==> config.mk <==
export PLATFORM = sky130hd
export DESIGN_NAME = autorange_gain_ppb_converter_top
export DESIGN_NICKNAME = d
export VERILOG_FILES = /design/src/hdl/agpc_pkg.sv /design/src/hdl/agpc_csr.sv /design/src/hdl/agpc_ctrl.sv /design/src/hdl/agpc_datapath.sv /design/src/hdl/autorange_gain_ppb_converter_top.sv
export SDC_FILE = /design/constraint.sdc
export NUM_CORES = 2
export LEC_CHECK = 0
export CAP_MARGIN = 5
export CORE_ASPECT_RATIO = 0.5
export CORE_MARGIN = 5
export CORE_UTILIZATION = 48
export DETAILED_ROUTE_END_ITERATION = 8
export DONT_BUFFER_PORTS = 1
export HOLD_SLACK_MARGIN = 0.08
export SYNTH_ARGS = -nofsm -noshare
export SYNTH_HDL_FRONTEND = slang
export SYNTH_SLANG_ARGS = --single-unit
==> constraint.sdc <==
create_clock -name clock -period 20.4 [get_ports clock]
set_input_delay 4.08 -clock clock [delete_from_list [all_inputs] [get_ports clock]]
set_output_delay 4.08 -clock clock [all_outputs]
set_load 0.02 [all_outputs]
==> src/hdl/agpc_pkg.sv <==
`default_nettype none
package agpc_pkg;

   localparam int ADC_BITS       = 10;
   localparam int COEF_FRAC_BITS = 16;

   localparam int SAMPLE_W = 10;
   localparam int MV_W     = 13;
   localparam int PPB_W    = 28;
   localparam int GAIN_W   = 2;
   localparam int REQG_W   = 8;
   localparam int MAXP_W   = 16;
   localparam int PROD_W   = SAMPLE_W + MV_W;
   localparam int COEF_W   = 24;
   localparam int OFS_W    = 20;
   localparam int FIT_W    = MV_W + COEF_W;
   localparam int SUM_W    = FIT_W + 9;

   localparam logic [PROD_W-1:0] ADC_FULL = PROD_W'((1 << ADC_BITS) - 1);
   localparam logic [MV_W-1:0]   MV_MAX   = MV_W'(8191);

   // slope rounding from Q24 down to the coefficient format
   localparam int COEF_DOWN = 24 - COEF_FRAC_BITS;
   localparam logic [COEF_W:0] COEF_RND =
      (COEF_DOWN > 0) ? (COEF_W+1)'(1 << (COEF_DOWN - 1)) : '0;
   // product to Q16
   localparam int FIT_SR = (COEF_FRAC_BITS > 16) ? COEF_FRAC_BITS - 16 : 0;
   localparam int FIT_SL = (COEF_FRAC_BITS < 16) ? 16 - COEF_FRAC_BITS : 0;
   localparam logic [SUM_W-1:0] FIT_RND =
      (FIT_SR > 0) ? SUM_W'(1 << (FIT_SR - 1)) : '0;

   localparam logic signed [SUM_W:0] PPB_MAX = (SUM_W+1)'(134217727);
   localparam logic signed [SUM_W:0] PPB_MIN = -(SUM_W+1)'(16777216);

   localparam logic [GAIN_W-1:0] GAIN_X1   = 2'd0;
   localparam logic [GAIN_W-1:0] GAIN_X10  = 2'd1;
   localparam logic [GAIN_W-1:0] GAIN_X100 = 2'd2;

   localparam logic [1:0] RANGE_CDOM = 2'd0;
   localparam logic [1:0] RANGE_PHY  = 2'd1;
   localparam logic [1:0] RANGE_CHL  = 2'd2;
   localparam logic [1:0] RANGE_NONE = 2'd3;

   localparam logic [MAXP_W-1:0] MAXP_CDOM = 16'd1500;
   localparam logic [MAXP_W-1:0] MAXP_PHY  = 16'd750;
   localparam logic [MAXP_W-1:0] MAXP_CHL  = 16'd500;

   localparam logic [REQG_W-1:0] REQ_X1   = 8'd1;
   localparam logic [REQG_W-1:0] REQ_X10  = 8'd10;
   localparam logic [REQG_W-1:0] REQ_X100 = 8'd100;

   localparam logic OP_MEASURE = 1'b0;
   localparam logic OP_SET     = 1'b1;

   localparam logic [1:0] REG_FULL_SCALE = 2'd0;
   localparam logic [1:0] REG_MAX_PPB    = 2'd1;
   localparam logic [1:0] REG_LOW_THR    = 2'd2;
   localparam logic [1:0] REG_HIGH_MARG  = 2'd3;

   typedef struct packed {
      logic [MV_W-1:0]   full_scale_mv;
      logic [MAXP_W-1:0] max_ppb;
      logic [MV_W-1:0]   low_threshold_mv;
      logic [MV_W-1:0]   high_margin_mv;
   } cfg_type;

   typedef struct packed {
      logic capture;
      logic mul;
      logic div;
      logic adj;
      logic fit;
      logic load_out;
   } dp_cmd_type;

   // x / (2^ADC_BITS - 1) by folding the high part back in, then one correction
   function automatic logic [MV_W-1:0] div_full(input logic [PROD_W-1:0] x);
      logic [PROD_W-1:0] q0, r0, q1, r1, q;
      q0 = x >> ADC_BITS;
      r0 = (x & ADC_FULL) + q0;
      q1 = q0 + (r0 >> ADC_BITS);
      r1 = (r0 & ADC_FULL) + (r0 >> ADC_BITS);
      q  = (r1 >= ADC_FULL) ? q1 + PROD_W'(1) : q1;
      return (q > PROD_W'(MV_MAX)) ? MV_MAX : q[MV_W-1:0];
   endfunction

   function automatic logic [23:0] slope_q24(input logic [1:0] r, input logic [1:0] g);
      logic [23:0] s;
      case ({r, g})
         {RANGE_CDOM, GAIN_X1}:   s = 24'd5068397;
         {RANGE_CDOM, GAIN_X10}:  s = 24'd523449;
         {RANGE_CDOM, GAIN_X100}: s = 24'd55365;
         {RANGE_PHY,  GAIN_X1}:   s = 24'd2533360;
         {RANGE_PHY,  GAIN_X10}:  s = 24'd255014;
         {RANGE_PHY,  GAIN_X100}: s = 24'd26844;
         {RANGE_CHL,  GAIN_X1}:   s = 24'd1689466;
         {RANGE_CHL,  GAIN_X10}:  s = 24'd171128;
         {RANGE_CHL,  GAIN_X100}: s = 24'd16777;
         default:                 s = 24'd0;
      endcase
      return s;
   endfunction

   function automatic logic [OFS_W-1:0] offset_q16(input logic [1:0] r,
                                                   input logic [1:0] g);
      logic [OFS_W-1:0] o;
      case ({r, g})
         {RANGE_CDOM, GAIN_X1}:   o = 20'd686378;
         {RANGE_CDOM, GAIN_X10}:  o = 20'd402771;
         {RANGE_CDOM, GAIN_X100}: o = 20'd101948;
         {RANGE_PHY,  GAIN_X1}:   o = 20'd339889;
         {RANGE_PHY,  GAIN_X10}:  o = 20'd68197;
         {RANGE_PHY,  GAIN_X100}: o = 20'd47331;
         {RANGE_CHL,  GAIN_X1}:   o = 20'd230995;
         {RANGE_CHL,  GAIN_X10}:  o = 20'd49899;
         {RANGE_CHL,  GAIN_X100}: o = 20'd13651;
         default:                 o = 20'd0;
      endcase
      return o;
   endfunction

   function automatic logic [COEF_W-1:0] coef(input logic [1:0] r, input logic [1:0] g);
      logic [COEF_W:0] t;
      t = {1'b0, slope_q24(r, g)} + COEF_RND;
      t = t >> COEF_DOWN;
      return t[COEF_W-1:0];
   endfunction

endpackage
`default_nettype wire

==> src/hdl/agpc_csr.sv <==
`default_nettype none
module agpc_csr (
   input  wire logic          clock,
   input  wire logic          reset,
   input  wire logic          psel,
   input  wire logic          penable,
   input  wire logic          pwrite,
   input  wire logic [3:0]    paddr,
   input  wire logic [31:0]   pwdata,
   output logic [31:0]        prdata,
   output agpc_pkg::cfg_type  cfg
);
   import agpc_pkg::*;

   cfg_type    cfg_ff, cfg_in;
   logic [1:0] idx;
   logic       wr;

   assign idx = paddr[3:2];
   assign wr  = psel & penable & pwrite;

   always_comb begin
      cfg_in = cfg_ff;
      if (wr) begin
         unique case (idx)
            REG_FULL_SCALE: cfg_in.full_scale_mv    = pwdata[MV_W-1:0];
            REG_MAX_PPB:    cfg_in.max_ppb          = pwdata[MAXP_W-1:0];
            REG_LOW_THR:    cfg_in.low_threshold_mv = pwdata[MV_W-1:0];
            REG_HIGH_MARG:  cfg_in.high_margin_mv   = pwdata[MV_W-1:0];
            default:        cfg_in = cfg_ff;
         endcase
      end
   end

   always_comb begin
      unique case (idx)
         REG_FULL_SCALE: prdata = 32'(cfg_ff.full_scale_mv);
         REG_MAX_PPB:    prdata = 32'(cfg_ff.max_ppb);
         REG_LOW_THR:    prdata = 32'(cfg_ff.low_threshold_mv);
         REG_HIGH_MARG:  prdata = 32'(cfg_ff.high_margin_mv);
         default:        prdata = '0;
      endcase
   end

   always_ff @(posedge clock) begin
      if (reset) begin
         cfg_ff.full_scale_mv    <= MV_W'(5000);
         cfg_ff.max_ppb          <= '0;
         cfg_ff.low_threshold_mv <= MV_W'(290);
         cfg_ff.high_margin_mv   <= MV_W'(500);
      end else begin
         cfg_ff <= cfg_in;
      end
   end

   assign cfg = cfg_ff;
endmodule
`default_nettype wire

==> src/hdl/agpc_ctrl.sv <==
`default_nettype none
module agpc_ctrl (
   input  wire logic             clock,
   input  wire logic             reset,
   input  wire logic             req_tvalid,
   output logic                  req_tready,
   output logic                  rsp_tvalid,
   input  wire logic             rsp_tready,
   output agpc_pkg::dp_cmd_type  cmd
);
   import agpc_pkg::*;

   localparam logic [2:0] S_IDLE = 3'd0;
   localparam logic [2:0] S_MUL  = 3'd1;
   localparam logic [2:0] S_DIV  = 3'd2;
   localparam logic [2:0] S_ADJ  = 3'd3;
   localparam logic [2:0] S_FIT  = 3'd4;
   localparam logic [2:0] S_OUT  = 3'd5;

   logic [2:0] state_ff, state_in;
   logic       valid_ff, valid_in;
   logic       slot_free;

   assign slot_free  = !valid_ff || rsp_tready;
   assign req_tready = (state_ff == S_IDLE);
   assign rsp_tvalid = valid_ff;

   always_comb begin
      state_in = state_ff;
      valid_in = valid_ff && !rsp_tready;
      cmd      = '0;
      unique case (state_ff)
         S_IDLE: begin
            if (req_tvalid) begin
               cmd.capture = 1'b1;
               state_in    = S_MUL;
            end
         end
         S_MUL: begin
            cmd.mul  = 1'b1;
            state_in = S_DIV;
         end
         S_DIV: begin
            cmd.div  = 1'b1;
            state_in = S_ADJ;
         end
         S_ADJ: begin
            cmd.adj  = 1'b1;
            state_in = S_FIT;
         end
         S_FIT: begin
            cmd.fit  = 1'b1;
            state_in = S_OUT;
         end
         S_OUT: begin
            // hold until the output register is free
            if (slot_free) begin
               cmd.load_out = 1'b1;
               valid_in     = 1'b1;
               state_in     = S_IDLE;
            end
         end
         default: state_in = S_IDLE;
      endcase
   end

   always_ff @(posedge clock) begin
      if (reset) begin
         state_ff <= S_IDLE;
         valid_ff <= 1'b0;
      end else begin
         state_ff <= state_in;
         valid_ff <= valid_in;
      end
   end
endmodule
`default_nettype wire

==> src/hdl/agpc_datapath.sv <==
`default_nettype none
module agpc_datapath (
   input  wire logic                     clock,
   input  wire logic                     reset,
   input  agpc_pkg::dp_cmd_type          cmd,
   input  agpc_pkg::cfg_type             cfg,
   input  wire logic                     in_opcode,
   input  wire logic                     in_autogain,
   input  wire logic [agpc_pkg::SAMPLE_W-1:0] in_range_sample,
   input  wire logic [agpc_pkg::SAMPLE_W-1:0] in_measure_sample,
   input  wire logic [agpc_pkg::REQG_W-1:0]   in_requested_gain,
   output logic [agpc_pkg::GAIN_W-1:0]   out_gain_code,
   output logic                          out_x10_line,
   output logic                          out_x100_line,
   output logic [agpc_pkg::MV_W-1:0]     out_millivolts,
   output logic [agpc_pkg::PPB_W-1:0]    out_ppb_q16,
   output logic                          out_range_known
);
   import agpc_pkg::*;

   logic                opcode_ff, autog_ff;
   logic [SAMPLE_W-1:0] rs_ff, ms_ff;
   logic [REQG_W-1:0]   req_ff;
   logic [PROD_W-1:0]   prod_r_ff, prod_m_ff;
   logic [MV_W-1:0]     mv_r_ff, mv_m_ff;
   logic [GAIN_W-1:0]   gain_ff, gain_in;
   logic [FIT_W-1:0]    fit_ff;
   logic [OFS_W-1:0]    ofs_ff;
   logic [1:0]          range_idx;

   logic [GAIN_W-1:0] rgain_ff, gain_line;
   logic [MV_W-1:0]   rmv_ff;
   logic [PPB_W-1:0]  rppb_ff, ppb_sat;
   logic              rknown_ff;

   logic                 low, high;
   logic signed [MV_W:0] upper;
   logic [SUM_W-1:0]     scaled;
   logic signed [SUM_W:0] diff;

   always_comb begin
      if (cfg.max_ppb == MAXP_CDOM)     range_idx = RANGE_CDOM;
      else if (cfg.max_ppb == MAXP_PHY) range_idx = RANGE_PHY;
      else if (cfg.max_ppb == MAXP_CHL) range_idx = RANGE_CHL;
      else                              range_idx = RANGE_NONE;
   end

   // gain decision, set from the requested gain or, with autogain, checks cascade x1 -> x10 -> x100
   always_comb begin
      upper   = $signed({1'b0, cfg.full_scale_mv}) - $signed({1'b0, cfg.high_margin_mv});
      low     = mv_r_ff < cfg.low_threshold_mv;
      high    = $signed({1'b0, mv_r_ff}) > upper;
      gain_in = gain_ff;
      if (opcode_ff == OP_SET) begin
         if (req_ff == REQ_X1)        gain_in = GAIN_X1;
         else if (req_ff == REQ_X10)  gain_in = GAIN_X10;
         else if (req_ff == REQ_X100) gain_in = GAIN_X100;
      end else if (autog_ff) begin
         if (gain_in == GAIN_X1 && low) gain_in = GAIN_X10;
         if (gain_in == GAIN_X10) begin
            if (low)       gain_in = GAIN_X100;
            else if (high) gain_in = GAIN_X1;
         end
         if (gain_in == GAIN_X100 && high) gain_in = GAIN_X10;
      end
   end

   assign gain_line = (gain_ff > GAIN_X100) ? GAIN_X1 : gain_ff;

   always_comb begin
      scaled = ((SUM_W'(fit_ff) + FIT_RND) >> FIT_SR) << FIT_SL;
      diff   = $signed({1'b0, scaled}) - $signed((SUM_W+1)'(ofs_ff));
      if (diff > PPB_MAX)      ppb_sat = PPB_MAX[PPB_W-1:0];
      else if (diff < PPB_MIN) ppb_sat = PPB_MIN[PPB_W-1:0];
      else                     ppb_sat = diff[PPB_W-1:0];
   end

   always_ff @(posedge clock) begin
      if (cmd.capture) begin
         opcode_ff <= in_opcode;
         autog_ff  <= in_autogain;
         rs_ff     <= in_range_sample;
         ms_ff     <= in_measure_sample;
         req_ff    <= in_requested_gain;
      end
      if (cmd.mul) begin
         prod_r_ff <= PROD_W'(rs_ff) * PROD_W'(cfg.full_scale_mv);
         prod_m_ff <= PROD_W'(ms_ff) * PROD_W'(cfg.full_scale_mv);
      end
      if (cmd.div) begin
         mv_r_ff <= div_full(prod_r_ff);
         mv_m_ff <= div_full(prod_m_ff);
      end
      if (cmd.fit) begin
         fit_ff <= FIT_W'(mv_m_ff) * FIT_W'(coef(range_idx, gain_line));
         ofs_ff <= offset_q16(range_idx, gain_line);
      end
      if (cmd.load_out) begin
         rgain_ff  <= gain_ff;
         rknown_ff <= (range_idx != RANGE_NONE);
         if (opcode_ff == OP_SET) begin
            rmv_ff  <= '0;
            rppb_ff <= '0;
         end else begin
            rmv_ff  <= mv_m_ff;
            rppb_ff <= (range_idx == RANGE_NONE) ? '0 : ppb_sat;
         end
      end
   end

   always_ff @(posedge clock) begin
      if (reset) begin
         gain_ff <= GAIN_X10;
      end else if (cmd.adj) begin
         gain_ff <= gain_in;
      end
   end

   assign out_gain_code   = rgain_ff;
   assign out_x10_line    = (rgain_ff != GAIN_X10);
   assign out_x100_line   = (rgain_ff != GAIN_X100);
   assign out_millivolts  = rmv_ff;
   assign out_ppb_q16     = rppb_ff;
   assign out_range_known = rknown_ff;
endmodule
`default_nettype wire

==> src/hdl/autorange_gain_ppb_converter_top.sv <==
`default_nettype none
// Auto-ranging gain front end for a fluorometer channel. Each request beat either sets the
// gain (tuser = 1, requested gain 1, 10 or 100; other values leave it) or measures
// (tuser = 0), optionally stepping the gain from the range sample first, and returns one
// response beat with the gain, the select-line levels, the measure sample in millivolts and
// the concentration in signed Q16 ppb from the fit picked by max_ppb. Gain resets to x10;
// registers reset to full scale 5000 mV, max_ppb 0, low threshold 290 mV, margin 500 mV.
// Timing: one item at a time. Once the request beat is taken, the item is multiplied, divided by
// full scale, the gain is stepped, the fit multiplied, then offset and clamp load the output
// register once it is free, and the controller returns to idle for the next request. A new
// request is taken while a finished response still waits in the output register.
// The user must write registers only while no item is in flight; the block does not enforce it.
module autorange_gain_ppb_converter_top (
   input  wire logic        clock,
   input  wire logic        reset,
   input  wire logic        req_tvalid,
   output logic             req_tready,
   // autogain[0], range_sample[10:1], measure_sample[20:11], requested_gain[28:21]
   input  wire logic [31:0] req_tdata,
   // opcode[0]
   input  wire logic        req_tuser,
   output logic             rsp_tvalid,
   input  wire logic        rsp_tready,
   // gain_code[1:0], x10_line[2], x100_line[3], millivolts[16:4], ppb_q16[44:17],
   // range_known[45]
   output logic [47:0]      rsp_tdata,
   input  wire logic        csr_psel,
   input  wire logic        csr_penable,
   input  wire logic        csr_pwrite,
   input  wire logic [3:0]  csr_paddr,
   input  wire logic [31:0] csr_pwdata,
   output logic [31:0]      csr_prdata,
   output logic             csr_pready
);
   import agpc_pkg::*;

   cfg_type    cfg;
   dp_cmd_type cmd;

   logic [GAIN_W-1:0] gain_code;
   logic              x10_line, x100_line, range_known;
   logic [MV_W-1:0]   millivolts;
   logic [PPB_W-1:0]  ppb_q16;

   assign csr_pready = 1'b1;

   agpc_csr u_csr (
      .clock   (clock),
      .reset   (reset),
      .psel    (csr_psel),
      .penable (csr_penable),
      .pwrite  (csr_pwrite),
      .paddr   (csr_paddr),
      .pwdata  (csr_pwdata),
      .prdata  (csr_prdata),
      .cfg     (cfg)
   );

   agpc_ctrl u_ctrl (
      .clock      (clock),
      .reset      (reset),
      .req_tvalid (req_tvalid),
      .req_tready (req_tready),
      .rsp_tvalid (rsp_tvalid),
      .rsp_tready (rsp_tready),
      .cmd        (cmd)
   );

   agpc_datapath u_dp (
      .clock             (clock),
      .reset             (reset),
      .cmd               (cmd),
      .cfg               (cfg),
      .in_opcode         (req_tuser),
      .in_autogain       (req_tdata[0]),
      .in_range_sample   (req_tdata[10:1]),
      .in_measure_sample (req_tdata[20:11]),
      .in_requested_gain (req_tdata[28:21]),
      .out_gain_code     (gain_code),
      .out_x10_line      (x10_line),
      .out_x100_line     (x100_line),
      .out_millivolts    (millivolts),
      .out_ppb_q16       (ppb_q16),
      .out_range_known   (range_known)
   );

   assign rsp_tdata = {2'b00, range_known, ppb_q16, millivolts, x100_line, x10_line,
                       gain_code};
endmodule
`default_nettype wire

==> flow_summary.ini <==
[synthesis]
synth-seq-cells = 256
syn_avg_cell_area_sq_um = 9.39
ys_seq_area_share_pct = 23.8
syn_area_sq_um = 29700
synth-async-reset-ratio_pct = 0
yosys_warnings = 0
synth_edf_count = 195
synth_cells = 3167
synth_flop_cell = edfxtp_1
synth_cell_type_count = 91

[timing]
setup_tns_ps = 0
setup_viol = 0
rsz0062_at_grt = false
worst_slack_ps = 11300
hold_viol = 0
worst_pin_slew_ps = 1180
clock.fmax_ghz = 0.110
maxSlewViolCount = 0
fin_crit_sh_pct = 44.6
skew_ps = 27.8
period_needed_ps = 9100
max_slew_margin_pct = 21.4

[global_routing]
grt_overflow = 0
grt_max_degree = 62
grt_antenna_before_repair = 2
track_usage_pct = 21.3
grt_first_pass_wirelength_um = 116000
grt_pass1_vias = 22100

[critical_path]
cp_num_buf_inv = 4
worst_setup_path_end_kind = flip-flop
rrSetupSlack_ps = 11300
start_kind = flip-flop
crit_slowest_cell = nand3_1
crit_arrival_ps = 9410
critical_path.top_delay_family = compound AO/OA/AOI/OAI gates
slowest_delay_ps = 750
critical_path_class = flip-flop to flip-flop
required_ps = 20720
crit_path_frequent_cell = fa_1
crit_chain = nor4_1, nand3_1, nand2_1, nor2_1, a221oi_1, buf_4, nand2_1, fa_1, inv_1, fa_1, ha_1, ha_1, inv_1, fa_1, inv_1, fa_1, a211oi_1, o21ai_0, a32oi_1, o21ai_0, a221o_1, a211o_1, a41oi_1, xnor2_1
crit_fanout = 15

[route]
avgViaCountPerCell = 5.50
wl_per_cell_um = 17.9
drc = 0
drt-total-wl_um = 70900
num_vias = 21800
drtIter0Drc = 1345
antenna_left = 0
dr.pass1.iters = 5

[place]
place_worst_setup_slack_ps = 11400
port_buffers = 0
placed_cell_area_sq_um = 30500
routabilityCongestion = 0.866
dp_hpwl_um = 54300

[clock_tree]
clockBufferDepth = 3
cts_sinks = 256
ctsHoldBuffers = 0
clock_latency_ps = 590
htreeDepth = 1
cts_buffers = 28
cts.clk_slew.worst_paths_ps = 70
cts_resized = 0
tritoncts = yes
post_cts_buffers = 0
clockRootBuffer = clkbuf_16

[layout]
drive_gt1_share_pct = 4.24
final_net_count = 3816
layout_commonest_cell = inv_1
area.growth.synth_to_final_pct = 5.57
fill_cells = 5698
num_antenna_cells = 0
final_cell_mix = inv_1, nand2_1, fa_1
stdcell_area_sq_um = 31400

[die]
rows = 64
floorplan.initialDensity_pct = 48.6
die-area_sq_um = 67300
pin_count = 159
die_width_um = 362
die_h_um = 186
core_sq_um = 61200

[power_and_ir_drop]
internal-power_mw = 1.63
p_total_mw = 2.80
irDropWorstVdd_mv = 0.0705
power_leakage_nw = 14.5
powerDensity_nw_per_um2 = 89.1
clkPwrFrac_pct = 18.7
netSwitchingFraction_pct = 41.7
combPwrFrac_pct = 53.3
seq_power_share_pct = 28.0
p_sw_mw = 1.16

[flow_run]
maxCapViolations = 0

[worst_hold_path]
min_path_type = flip-flop to flip-flop

[outcome]
outcome = complete, no violations
-- layout make-up --
| class | count | area [sq um] | share of cell area (%) |
|---|---|---|---|
| flip-flops and latches | 256 | 7080 | 22.6 |
| repair buffers | 26 | 195 | 0.622 |
| clock inverters | 17 | 128 | 0.407 |
| clock buffers | 35 | 791 | 2.52 |
| well taps | 825 | 1030 | 3.29 |
| multi-input cells | 2334 | 20400 | 65.0 |
| inverters | 466 | 1750 | 5.57 |
-- cell usage after synthesis (all sizes together), types with 6 or more instances --
| master | instances | area (sq um) |
|---|---|---|
| a2111oi | 8 | 82.6 |
| a211o | 13 | 114 |
| a211oi | 16 | 130 |
| a21boi | 8 | 60.1 |
| a21o | 64 | 482 |
| a21oi | 148 | 744 |
| a221oi | 6 | 52.6 |
| a31o | 6 | 52.6 |
| a31oi | 17 | 106 |
| and2 | 197 | 1230 |
| and3 | 45 | 282 |
| buf | 34 | 226 |
| clkbuf | 107 | 402 |
| dfxtp | 61 | 1220 |
| edfxtp | 195 | 5860 |
| fa | 335 | 6710 |
| ha | 293 | 3670 |
| inv | 466 | 1750 |
| mux4 | 13 | 293 |
| nand2 | 455 | 1710 |
| nand2b | 21 | 131 |
| nand3 | 41 | 205 |
| nand3b | 17 | 128 |
| nand4 | 10 | 62.6 |
| nor2 | 101 | 379 |
| nor2b | 24 | 150 |
| nor3 | 39 | 195 |
| nor3b | 10 | 80.1 |
| nor4 | 12 | 96.3 |
| o211ai | 15 | 113 |
| o21a | 22 | 166 |
| o21ai | 78 | 398 |
| o21bai | 12 | 90.1 |
| o22ai | 31 | 194 |
| or2 | 11 | 68.8 |
| or3 | 8 | 50.1 |
| or4 | 7 | 56.3 |
| xnor2 | 96 | 860 |
| xor2 | 40 | 350 |
-- path summary, 6_finish.rpt --
path                 startpoint              end  cells after the start
setup / recovery  u_csr.cfg[26]  u_dp.fit_ff[28]                     24
hold / removal    u_csr.cfg[41]    u_csr.cfg[41]                      2
setup reg to reg  u_csr.cfg[26]  u_dp.fit_ff[28]                     24
hold reg to reg   u_csr.cfg[41]    u_csr.cfg[41]                      2
-- power by group through the flow --
stage	combinational [mW]	sequential (mW)	clock, mW
global route	1.70	0.791	0.562
detailed placement	1.49	0.792	0
CTS	1.50	0.781	0.538
global placement	1.45	0.792	0
finish	1.49	0.783	0.522
floorplan	1.23	0.727	0
-- state kept, by name, indices dropped and copies added (netlist names), 2 cells and up --
register / cells
u_dp.ofs_ff: 19
u_dp.out_gain_code: 2
u_dp.mv_m_ff: 13
u_dp.req_ff: 8
u_dp.prod_m_ff: 23
u_dp.out_ppb_q16: 28
u_ctrl.state_ff: 3
u_dp.out_millivolts: 13
u_csr.cfg: 55
u_dp.mv_r_ff: 13
u_dp.fit_ff: 30
u_dp.gain_ff: 2
u_dp.prod_r_ff: 23
u_dp.ms_ff: 10
u_dp.rs_ff: 10
-- layer usage --
metal  global-route usage (%)  vias to the layer above  part of all wire [%]  wire [um]
li1                         -                    10400                     -          -
met1                     28.4                    10800                    45      31900
met2                     36.4                      490                    47      33200
met3                     4.24                       96                   6.0       4240
met4                     4.84                        2                   2.3       1600
met5                        0                        -                 0.028         20
-- metrics by stage --
| stage | hold WS [ps] | utilization [%] | instances |
|---|---|---|---|
| after floorplan | 441 | - | 3198 |
| after global placement | 449 | 49.8 | 3907 |
| after detailed placement | 456 | 49.8 | 3907 |
| after CTS | 464 | 51.3 | 3959 |
| after global routing | 490 | 51.3 | 3959 |
| final | 464 | 51.3 | 3959 |
-- tightest hold or removal path: stages (launching register included) --
cell	delay, ps
dfxtp_1	320
nand2_1	50
a21oi_1	50
-- cells by family (layout without fill, tap and decap cells) --
family,count (synthesis),in the layout,share of synthesized area (%)
XOR/XNOR,136,136,4.07
multiplexers,22,22,1.30
AND/OR/NAND/NOR,1019,1019,16.9
adder cells (fa/ha/maj),628,628,34.9
AO/OA/AOI/OAI,496,496,11.0
other,2,33,0.0253
buffers and inverters,608,544,8.03
flip-flops,256,256,23.8
Power figures use the tool's default switching activity.
